===== src/rtl/srconv_pkg.sv =====
// Shared types and constants for the separable row convolver.
// Holds the item structs on both channels, the queue entry and the register codes.
// Depends on nothing else.
package srconv_pkg;

	localparam int PIX_W        = 8;
	localparam int COORD_W      = 12;
	localparam int COEF_W       = 16;
	localparam int NUM_TAPS     = 5;
	localparam int CFG_IDX_W    = 3;

	localparam int MAX_LINE_DEFAULT    = 4096;
	localparam int QUEUE_DEPTH_DEFAULT = 4;

	// Datapath widths of the weighted sum and the rounding divide.
	localparam int PROD_W = COEF_W + PIX_W;
	localparam int ACC_W  = PROD_W + 3;
	localparam int WSUM_W = COEF_W + 3;
	localparam int NUM_W  = ACC_W + 1;
	localparam int DEN_W  = WSUM_W + 1;

	// Tap order matches the register order: left2, left1, centre, right1, right2.
	localparam int TAP_L2 = 0;
	localparam int TAP_L1 = 1;
	localparam int TAP_C  = 2;
	localparam int TAP_R1 = 3;
	localparam int TAP_R2 = 4;

	typedef enum logic [CFG_IDX_W-1:0] {
		REG_COEF_LEFT2  = 3'd0,
		REG_COEF_LEFT1  = 3'd1,
		REG_COEF_CENTRE = 3'd2,
		REG_COEF_RIGHT1 = 3'd3,
		REG_COEF_RIGHT2 = 3'd4
	} cfg_reg_t;

	localparam logic [COEF_W-1:0] COEF_RESET_SIDE   = 16'd0;
	localparam logic [COEF_W-1:0] COEF_RESET_CENTRE = 16'hFFFF;

	typedef logic [NUM_TAPS-1:0][COEF_W-1:0] coef_set_t;
	typedef logic [NUM_TAPS-1:0][PIX_W-1:0]  window_t;

	typedef struct packed {
		logic [PIX_W-1:0] pixel;
		logic             row_end;
		logic             image_start;
	} pix_in_t;

	typedef struct packed {
		logic [PIX_W-1:0]   out_pixel;
		logic [COORD_W-1:0] out_row;
		logic [COORD_W-1:0] out_col;
		logic               run_last;
	} res_t;

	// One queued input item: the window after the shift (element 0 newest), the column of the
	// newest pixel, its row, whether it closes the row, and col_ge[i] = (column >= i + 1).
	typedef struct packed {
		window_t            win;
		logic [COORD_W-1:0] col;
		logic [COORD_W-1:0] row;
		logic [3:0]         col_ge;
		logic               row_done;
	} job_t;

endpackage


===== src/rtl/srconv_front.sv =====
// Front end of the separable row convolver: pixel window, column and row counters.
// Classifies each pixel and queues those that give results. Uses srconv_pkg.
module srconv_front #(
	parameter int MAX_LINE = srconv_pkg::MAX_LINE_DEFAULT
) (
	input  logic                clk,
	input  logic                arst_n,
	input  logic                pix_valid,
	output logic                pix_ready,
	input  srconv_pkg::pix_in_t pix,
	input  logic                queue_full,
	output logic                push,
	output srconv_pkg::job_t    entry
);

	localparam int CW = (MAX_LINE > 1) ? $clog2(MAX_LINE) : 1;

	srconv_pkg::window_t                   win_q;
	logic [CW-1:0]                         col_q;
	logic [srconv_pkg::COORD_W-1:0]        row_q;

	srconv_pkg::window_t                   win_new;
	logic [CW-1:0]                         col_eff;
	logic [srconv_pkg::COORD_W-1:0]        row_eff;
	logic                                  ends;
	logic                                  has_result;
	logic                                  accept;

	always_comb begin
		col_eff    = pix.image_start ? '0 : col_q;
		row_eff    = pix.image_start ? '0 : row_q;
		win_new    = {win_q[srconv_pkg::NUM_TAPS-2:0], pix.pixel};
		// An overlong row is closed as if row_end were set.
		ends       = pix.row_end || (col_eff == CW'(MAX_LINE - 1));
		has_result = ends || (32'(col_eff) >= 32'd2);
		accept     = pix_valid && pix_ready;

		entry.win      = win_new;
		entry.col      = srconv_pkg::COORD_W'(col_eff);
		entry.row      = row_eff;
		entry.row_done = ends;
		for (int i = 0; i < 4; i++) begin
			entry.col_ge[i] = 32'(col_eff) >= 32'(i + 1);
		end
	end

	assign pix_ready = !queue_full;
	assign push      = accept && has_result;

	always_ff @(posedge clk or negedge arst_n) begin
		if (!arst_n) begin
			win_q <= '0;
			col_q <= '0;
			row_q <= '0;
		end else if (accept) begin
			win_q <= win_new;
			if (ends) begin
				col_q <= '0;
				row_q <= row_eff + 1'b1;
			end else begin
				col_q <= col_eff + 1'b1;
				row_q <= row_eff;
			end
		end
	end

endmodule


===== src/rtl/srconv_queue.sv =====
// Small flip-flop queue between the front and back ends of the row convolver.
// Holds srconv_pkg::job_t entries; the head is visible without a pop.
module srconv_queue #(
	parameter int DEPTH = srconv_pkg::QUEUE_DEPTH_DEFAULT
) (
	input  logic             clk,
	input  logic             arst_n,
	input  logic             push,
	input  srconv_pkg::job_t push_data,
	input  logic             pop,
	output srconv_pkg::job_t head,
	output logic             full,
	output logic             empty
);

	localparam int PW  = (DEPTH > 1) ? $clog2(DEPTH) : 1;
	localparam int CNW = $clog2(DEPTH + 1);

	srconv_pkg::job_t  mem_q [DEPTH];
	logic [PW-1:0]     wr_ptr_q;
	logic [PW-1:0]     rd_ptr_q;
	logic [CNW-1:0]    count_q;

	assign full  = (count_q == CNW'(DEPTH));
	assign empty = (count_q == '0);
	assign head  = mem_q[rd_ptr_q];

	always_ff @(posedge clk) begin
		if (push) begin
			mem_q[wr_ptr_q] <= push_data;
		end
	end

	always_ff @(posedge clk or negedge arst_n) begin
		if (!arst_n) begin
			wr_ptr_q <= '0;
			rd_ptr_q <= '0;
			count_q  <= '0;
		end else begin
			if (push) begin
				wr_ptr_q <= (wr_ptr_q == PW'(DEPTH - 1)) ? '0 : wr_ptr_q + 1'b1;
			end
			if (pop) begin
				rd_ptr_q <= (rd_ptr_q == PW'(DEPTH - 1)) ? '0 : rd_ptr_q + 1'b1;
			end
			if (push && !pop) begin
				count_q <= count_q + 1'b1;
			end else if (pop && !push) begin
				count_q <= count_q - 1'b1;
			end
		end
	end

endmodule


===== src/rtl/srconv_back.sv =====
// Back end of the row convolver: expands a queued item into its results, forms the
// weighted sum and divides it by the weight sum one quotient bit per cycle. Uses srconv_pkg.
module srconv_back (
	input  logic                  clk,
	input  logic                  arst_n,
	input  srconv_pkg::job_t      head,
	input  logic                  empty,
	output logic                  pop,
	input  srconv_pkg::coef_set_t coef,
	output logic                  res_valid,
	input  logic                  res_ready,
	output srconv_pkg::res_t      res
);

	localparam int QBW = $clog2(srconv_pkg::PIX_W);

	typedef enum logic [2:0] {ST_IDLE, ST_MUL, ST_SUM, ST_DIV, ST_OUT} state_t;

	// Which result of the item: centre two left of, one left of, or at the newest pixel.
	typedef enum logic [1:0] {JOB_BACK2, JOB_BACK1, JOB_CENTRE} job_sel_t;

	state_t                                state_q;
	job_sel_t                              job_q;
	srconv_pkg::job_t                      entry_q;
	logic [srconv_pkg::PROD_W-1:0]         prod_q [srconv_pkg::NUM_TAPS];
	logic [srconv_pkg::NUM_W-1:0]          rem_q;
	logic [srconv_pkg::NUM_W-1:0]          sh_q;
	logic [srconv_pkg::PIX_W-1:0]          quo_q;
	logic [QBW-1:0]                        bit_q;
	logic                                  zero_q;
	logic                                  res_valid_q;
	srconv_pkg::res_t                      res_q;

	srconv_pkg::window_t                   tap;
	logic                                  l2ok;
	logic                                  l1ok;
	logic [srconv_pkg::PROD_W-1:0]         prod_d [srconv_pkg::NUM_TAPS];
	logic [srconv_pkg::ACC_W-1:0]          acc;
	logic [srconv_pkg::WSUM_W-1:0]         wsum;
	logic [srconv_pkg::NUM_W-1:0]          num;
	logic [srconv_pkg::DEN_W-1:0]          den;
	logic                                  div_ge;
	logic [srconv_pkg::COORD_W-1:0]        offset;
	logic                                  job_last;
	logic                                  item_done;
	logic                                  out_load;
	job_sel_t                              job_start;

	// Tap selection; a neighbor outside the row takes the centre pixel.
	always_comb begin
		tap    = '0;
		l2ok   = 1'b0;
		l1ok   = 1'b0;
		offset = '0;
		case (job_q)
			JOB_BACK2: begin
				tap[srconv_pkg::TAP_L2] = entry_q.win[4];
				tap[srconv_pkg::TAP_L1] = entry_q.win[3];
				tap[srconv_pkg::TAP_C]  = entry_q.win[2];
				tap[srconv_pkg::TAP_R1] = entry_q.win[1];
				tap[srconv_pkg::TAP_R2] = entry_q.win[0];
				l2ok   = entry_q.col_ge[3];
				l1ok   = entry_q.col_ge[2];
				offset = srconv_pkg::COORD_W'(2);
			end
			JOB_BACK1: begin
				tap[srconv_pkg::TAP_L2] = entry_q.win[3];
				tap[srconv_pkg::TAP_L1] = entry_q.win[2];
				tap[srconv_pkg::TAP_C]  = entry_q.win[1];
				tap[srconv_pkg::TAP_R1] = entry_q.win[0];
				tap[srconv_pkg::TAP_R2] = entry_q.win[1];
				l2ok   = entry_q.col_ge[2];
				l1ok   = entry_q.col_ge[1];
				offset = srconv_pkg::COORD_W'(1);
			end
			JOB_CENTRE: begin
				tap[srconv_pkg::TAP_L2] = entry_q.win[2];
				tap[srconv_pkg::TAP_L1] = entry_q.win[1];
				tap[srconv_pkg::TAP_C]  = entry_q.win[0];
				tap[srconv_pkg::TAP_R1] = entry_q.win[0];
				tap[srconv_pkg::TAP_R2] = entry_q.win[0];
				l2ok   = entry_q.col_ge[1];
				l1ok   = entry_q.col_ge[0];
				offset = '0;
			end
			default: begin
				tap    = '0;
				l2ok   = 1'b0;
				l1ok   = 1'b0;
				offset = '0;
			end
		endcase
		if (!l2ok) begin
			tap[srconv_pkg::TAP_L2] = tap[srconv_pkg::TAP_C];
		end
		if (!l1ok) begin
			tap[srconv_pkg::TAP_L1] = tap[srconv_pkg::TAP_C];
		end
	end

	always_comb begin
		for (int i = 0; i < srconv_pkg::NUM_TAPS; i++) begin
			prod_d[i] = srconv_pkg::PROD_W'(coef[i]) * srconv_pkg::PROD_W'(tap[i]);
		end
		acc  = '0;
		wsum = '0;
		for (int i = 0; i < srconv_pkg::NUM_TAPS; i++) begin
			acc  = acc + srconv_pkg::ACC_W'(prod_q[i]);
			wsum = wsum + srconv_pkg::WSUM_W'(coef[i]);
		end
		// Round half up: floor((2*acc + wsum) / (2*wsum)).
		num    = srconv_pkg::NUM_W'({acc, 1'b0}) + srconv_pkg::NUM_W'(wsum);
		den    = {wsum, 1'b0};
		div_ge = (rem_q >= sh_q);

		job_last  = (job_q == JOB_CENTRE);
		item_done = job_last || ((job_q == JOB_BACK2) && !entry_q.row_done);
		out_load  = (state_q == ST_OUT) && (!res_valid_q || res_ready);
		if (head.col_ge[1]) begin
			job_start = JOB_BACK2;
		end else if (head.col_ge[0]) begin
			job_start = JOB_BACK1;
		end else begin
			job_start = JOB_CENTRE;
		end
	end

	assign pop       = (state_q == ST_IDLE) && !empty;
	assign res_valid = res_valid_q;
	assign res       = res_q;

	always_ff @(posedge clk or negedge arst_n) begin
		if (!arst_n) begin
			state_q     <= ST_IDLE;
			job_q       <= JOB_BACK2;
			entry_q     <= '0;
			for (int i = 0; i < srconv_pkg::NUM_TAPS; i++) begin
				prod_q[i] <= '0;
			end
			rem_q       <= '0;
			sh_q        <= '0;
			quo_q       <= '0;
			zero_q      <= 1'b0;
			res_q       <= '0;
			res_valid_q <= 1'b0;
			bit_q       <= '0;
		end else begin
			if (out_load) begin
				res_valid_q <= 1'b1;
			end else if (res_valid_q && res_ready) begin
				res_valid_q <= 1'b0;
			end
			case (state_q)
				ST_IDLE: begin
					if (!empty) begin
						entry_q <= head;
						job_q   <= job_start;
						state_q <= ST_MUL;
					end
				end
				ST_MUL: begin
					for (int i = 0; i < srconv_pkg::NUM_TAPS; i++) begin
						prod_q[i] <= prod_d[i];
					end
					state_q <= ST_SUM;
				end
				ST_SUM: begin
					rem_q   <= num;
					sh_q    <= srconv_pkg::NUM_W'(den) << (srconv_pkg::PIX_W - 1);
					zero_q  <= (wsum == '0);
					quo_q   <= '0;
					bit_q   <= QBW'(srconv_pkg::PIX_W - 1);
					state_q <= ST_DIV;
				end
				ST_DIV: begin
					// The quotient never exceeds 255, so eight restoring steps cover it
					// and no clamp to 255 is needed.
					if (div_ge) begin
						rem_q <= rem_q - sh_q;
					end
					sh_q  <= sh_q >> 1;
					quo_q <= {quo_q[srconv_pkg::PIX_W-2:0], div_ge};
					bit_q <= bit_q - 1'b1;
					if (bit_q == '0) begin
						state_q <= ST_OUT;
					end
				end
				ST_OUT: begin
					if (out_load) begin
						res_q.out_pixel   <= zero_q ? '0 : quo_q;
						res_q.out_row     <= entry_q.col - offset;
						res_q.out_col     <= entry_q.row;
						res_q.run_last    <= job_last;
						if (item_done) begin
							state_q <= ST_IDLE;
						end else begin
							job_q   <= (job_q == JOB_BACK2) ? JOB_BACK1 : JOB_CENTRE;
							state_q <= ST_MUL;
						end
					end
				end
				default: begin
					state_q <= ST_IDLE;
				end
			endcase
		end
	end

endmodule


===== src/rtl/separable_row_convolver.sv =====
// A pixel is taken whenever the four-entry queue between the front end and the arithmetic
// back end has room. A pixel that gives no result costs nothing further; each result passes
// through a multiply, a sum, eight divide steps for the round-half-up quotient and an output
// load, which waits while the receiver stalls, and a queued pixel is first popped in the idle
// state. A row end gives up to three results. The single bit-serial divider is shared, so the
// back end finishes one result before it starts the next. Results come out in input order
// with transposed coordinates; a zero weight sum gives 0. The user must write coefficients
// only when the block is idle; the block itself does not enforce this.
//
// Top level of the separable row convolver: coefficient registers and the front, queue and
// back ends. Depends on srconv_pkg, srconv_front, srconv_queue and srconv_back.
module separable_row_convolver #(
	parameter int MAX_LINE    = srconv_pkg::MAX_LINE_DEFAULT,
	parameter int QUEUE_DEPTH = srconv_pkg::QUEUE_DEPTH_DEFAULT
) (
	input  logic                                clk,
	input  logic                                arst_n,
	input  logic                                pix_valid,
	output logic                                pix_ready,
	input  srconv_pkg::pix_in_t                 pix,
	output logic                                res_valid,
	input  logic                                res_ready,
	output srconv_pkg::res_t                    res,
	input  logic                                cfg_we,
	input  logic [srconv_pkg::CFG_IDX_W-1:0]    cfg_index,
	input  logic [srconv_pkg::COEF_W-1:0]       cfg_wdata
);

	srconv_pkg::coef_set_t coef_q;
	srconv_pkg::job_t      push_data;
	srconv_pkg::job_t      head;
	logic                  push;
	logic                  pop;
	logic                  full;
	logic                  empty;

	always_ff @(posedge clk or negedge arst_n) begin
		if (!arst_n) begin
			coef_q[srconv_pkg::TAP_L2] <= srconv_pkg::COEF_RESET_SIDE;
			coef_q[srconv_pkg::TAP_L1] <= srconv_pkg::COEF_RESET_SIDE;
			coef_q[srconv_pkg::TAP_C]  <= srconv_pkg::COEF_RESET_CENTRE;
			coef_q[srconv_pkg::TAP_R1] <= srconv_pkg::COEF_RESET_SIDE;
			coef_q[srconv_pkg::TAP_R2] <= srconv_pkg::COEF_RESET_SIDE;
		end else if (cfg_we) begin
			case (cfg_index)
				srconv_pkg::REG_COEF_LEFT2:  coef_q[srconv_pkg::TAP_L2] <= cfg_wdata;
				srconv_pkg::REG_COEF_LEFT1:  coef_q[srconv_pkg::TAP_L1] <= cfg_wdata;
				srconv_pkg::REG_COEF_CENTRE: coef_q[srconv_pkg::TAP_C]  <= cfg_wdata;
				srconv_pkg::REG_COEF_RIGHT1: coef_q[srconv_pkg::TAP_R1] <= cfg_wdata;
				srconv_pkg::REG_COEF_RIGHT2: coef_q[srconv_pkg::TAP_R2] <= cfg_wdata;
				default: begin
				end
			endcase
		end
	end

	srconv_front #(
		.MAX_LINE(MAX_LINE)
	) u_front (
		.clk       (clk),
		.arst_n    (arst_n),
		.pix_valid (pix_valid),
		.pix_ready (pix_ready),
		.pix       (pix),
		.queue_full(full),
		.push      (push),
		.entry     (push_data)
	);

	srconv_queue #(
		.DEPTH(QUEUE_DEPTH)
	) u_queue (
		.clk      (clk),
		.arst_n   (arst_n),
		.push     (push),
		.push_data(push_data),
		.pop      (pop),
		.head     (head),
		.full     (full),
		.empty    (empty)
	);

	srconv_back u_back (
		.clk      (clk),
		.arst_n   (arst_n),
		.head     (head),
		.empty    (empty),
		.pop      (pop),
		.coef     (coef_q),
		.res_valid(res_valid),
		.res_ready(res_ready),
		.res      (res)
	);

endmodule


===== config.mk =====
export PLATFORM = sky130hd
export DESIGN_NAME = separable_row_convolver
export DESIGN_NICKNAME = d
export VERILOG_FILES = /design/src/rtl/srconv_pkg.sv /design/src/rtl/srconv_front.sv /design/src/rtl/srconv_queue.sv /design/src/rtl/srconv_back.sv /design/src/rtl/separable_row_convolver.sv
export SDC_FILE = /design/constraint.sdc
export NUM_CORES = 2
export LEC_CHECK = 0
export BUFFER_PORTS_ARGS = -buffer_cell sky130_fd_sc_hd__buf_4
export CORE_ASPECT_RATIO = 1.5
export CORE_MARGIN = 4
export CORE_UTILIZATION = 45
export DETAILED_ROUTE_END_ITERATION = 7
export GPL_TIMING_DRIVEN = 0
export PLACE_DENSITY = 0.63
export SYNTH_ARGS = -nofsm -noshare
export SYNTH_HDL_FRONTEND = slang
export SYNTH_HIERARCHICAL = 1
export SYNTH_SLANG_ARGS = --single-unit

===== constraint.sdc =====
create_clock -name clk -period 6.8 [get_ports clk]
set_input_delay 1.36 -clock clk [delete_from_list [all_inputs] [get_ports clk]]
set_output_delay 1.36 -clock clk [all_outputs]
set_load 0.01 [all_outputs]

==> impl_metrics.py <==
metrics = {
    "routing": {
        "viasPerCell": 5.421,
        "final_antenna_net_count": 0,
        "vias": 39173,
        "wl_per_cell_microns": 22.64,
        "drc": 0,
        "drt_iter0_drc": 2270,
        "wl_microns": 163600,
        "dr.pass1.iters": 6,
    },
    "global_routing": {
        "grt_pass1_wl_microns": 251700,
        "grt_start_max_net_pins": 110,
        "grt_pass1_vias": 41590,
        "track_usage_pct": 25.64,
        "antenna_found_initial": 10,
        "grt_overflow": 0,
    },
    "placed_design": {
        "place_inst": 7054,
        "dp_hpwl_microns": 130800,
        "place_congestion": 0.9463,
        "io_buffers": 67,
        "postPlaceCellArea_sq_um": 59010,
    },
    "synth": {
        "synthArstFlopShare_pct": 61.34,
        "synth_nets": 6275,
        "synth_cell_types": 113,
        "postSynthAreaPerCell_sq_um": 10.46,
        "syn_inst": 5374,
        "synth_edf_count": 276,
        "synth_top_family_by_area": "adder cells",
        "synth-seq-cells": 714,
        "synthesis.area_sq_um": 56230,
        "synthAdderAreaFrac_pct": 26.53,
        "ys_seq_area_share_pct": 34.27,
        "ys.flop_type": "dfrtp_1",
        "synth_compound_area_share_pct": 8.398,
        "synth-simple-area-share_pct": 14.00,
        "synthXorXnorAreaFrac_pct": 2.570,
        "synthMuxAreaShare_pct": 6.961,
        "yosysWarnings": 6,
    },
    "cells_and_area": {
        "final_nets": 6457,
        "most-common-layout-cells": "inv_1 (832), nand2_1 (669), fa_1 (542)",
        "stdcell_count": 7226,
        "utilization_pct": 50.39,
        "final_common_cell": "inv_1",
        "syn2layout_area_growth_pct": 11.08,
        "layout-drive-gt1-share_pct": 12.40,
        "design_area_sq_um": 62460,
    },
    "worst_setup_path": {
        "path_max_fanout": 10,
        "critPathArrivalTime_ns": 7.15,
        "path_cells": "buf_12, buf_8, mux2i_1, o21ai_2, mux2_4, clkbuf_4, and2_1, fa_1, fa_1, inv_1, fa_1, fa_1, inv_1, ha_2, a2111oi_4, nor3_1, a211o_1, o311a_4, or3_1, a21oi_2, xor2_2, o21ai_1",
        "critPathSlowestCell": "fa_1",
        "critPathMaxStageDelay_ns": 0.55,
        "worstPathRequired_ns": 7.30,
        "worst-setup-path-type": "reg -> reg",
        "end_kind": "flop",
        "start_kind": "flop",
        "crit_top_cell": "fa_1",
    },
    "clock_tree": {
        "cts_tree": "done",
        "clk_pin_slew_ns": 0.06,
        "h-tree-depth": 3,
        "ctsRootBufferMaster": "clkbuf_16",
        "insertion_delay_ns": 0.67,
        "cts_buffer_depth": 3,
        "cts.sinks": 714,
        "numCtsBuffers": 77,
        "cts_hold_buf": 0,
    },
    "min_path": {
        "hold_path_class": "reg -> reg",
    },
    "die": {
        "dieArea_sq_um": 130800,
        "die_w_microns": 296.6,
        "fp-row-count": 158,
        "dieHeight_microns": 440.9,
        "initial_utilization_pct": 45.36,
        "io_pins": 69,
        "core_sq_um": 124000,
    },
    "run_status": {
        "outcome": "finished clean",
    },
    "timing": {
        "period_minus_slack_ns": 6.649,
        "setup_viol": 0,
        "clock_skew_ns": 0.05232,
        "slew_headroom_pct": 19.69,
        "min_period_over_period_pct": 97.78,
        "tightest_slew_ns": 1.205,
        "hold_viol": 0,
        "grt_setup_unrepaired": "yes",
        "final-max-slew-violation-count": 0,
        "fmax_mhz": 150.4,
    },
    "job": {
        "max_cap_viol_count": 0,
    },
}
## per-layer routing
layer | global-route usage [%] | share of wire, %
met5 | 0 | 0.038
met4 | 17.40 | 8.3
met1 | 28.13 | 36
met3 | 3.073 | 4.1
met2 | 46.16 | 51
## final cells by class
| type | instances | area [sq um] |
|---|---|---|
| Multi-Input combinational cell | 3638 | 33340 |
| Inverter | 833 | 3127 |
| Fill cell | 11143 | 61500 |
| Clock buffer | 107 | 2192 |
| Tap cell | 1600 | 2002 |
| Sequential cell | 714 | 19280 |
| Clock inverter | 37 | 360.3 |
| Buffer | 172 | 1013 |
| Timing Repair Buffer | 120 | 1126 |
| Antenna cell | 5 | 12.51 |
## logic make-up (layout without fill, tap and decap cells)
group / after synthesis / count (layout)
simple gates: 1582 / 1582
other cells: 0 / 5
mux: 283 / 283
buf+inv: 1022 / 1269
fa+ha+maj: 867 / 867
xor+xnor: 165 / 165
compound gates: 741 / 741
flops: 714 / 714
## synthesized netlist by cell type, types with 68 or more instances
master / count / share of area (%)
a21oi_1: 153 / 1.4
and2_1: 363 / 4.0
clkbuf_1: 137 / 0.91
dfrtp_1: 422 / 19
edfxtp_1: 276 / 15
fa_1: 542 / 19
ha_1: 325 / 7.2
inv_1: 832 / 5.6
mux2_2: 171 / 3.4
mux4_2: 68 / 2.7
nand2_1: 670 / 4.5
nor2_1: 151 / 1.0
nor2b_1: 96 / 1.1
o21ai_0: 249 / 2.2
xnor2_1: 102 / 1.6
## worst paths after layout
path                                 start                  to  slack (ns)  depth (start not counted)
min                        u_back/quo_q[7]     u_back/quo_q[7]        0.47                          2
max reg2reg                u_back/job_q[1]  u_back/prod_q[114]        0.15                         22
min in group asynchronous           arst_n   u_front/entry[56]        0.60                          1
min reg2reg                u_back/quo_q[7]     u_back/quo_q[7]        0.47                          2
max in group asynchronous           arst_n      u_back/res[31]        4.24                          4
max                        u_back/job_q[1]  u_back/prod_q[114]        0.15                         22
## sequential cells by signal (all words and copies together) (netlist names)
register / flops
u_back/res_valid: 1
u_back/state_q: 3
u_back/rem_q: 28
coef_q: 80
u_back/zero_q: 1
u_back/sh_q: 27
u_back/res: 33
u_back/job_q: 2
u_queue/rd_ptr_q: 2
u_back/quo_q: 8
u_back/prod_q: 120
u_queue/wr_ptr_q: 2
u_queue/mem_q: 276
u_back/bit_q: 3
u_front/entry: 32
u_back/entry_q: 69
u_front/col_q: 12
u_queue/count_q: 3
u_front/row_q: 12
## metrics by stage
step,TNS (ns),setup WS (ns),hold WS (ns)
after global placement,-496.67,-1.571,0.4570
after CTS,0,0.0007598,0.4742
after floorplan,0,0.4469,0.4396
final,0,0.1507,0.4742
after detailed placement,-37.06,-1.577,0.4635
after global routing,-0.08465,-0.03530,0.4914
## repair_timing
item,4_1_cts,5_1_grt
buffers inserted,6,34
resized for setup,93,65
setup endpoints to repair,57,41
pin swaps,4,14
## critical path: cells and delay by family, from the launching register on
kind / cells / cell delay [ns]
buffers and inverters: 5 / 0.73
and+or+nand+nor: 3 / 0.67
AOI/OAI and AO/OA: 6 / 1.44
xor gates and xnor gates: 1 / 0.35
DFF: 1 / 0.41
adders and majority gates: 5 / 2.22
muxes: 2 / 0.63
Power is left out: the tool's default activity adds up to more than one toggle a clock period on the data nets, which glitch-free logic cannot reach.
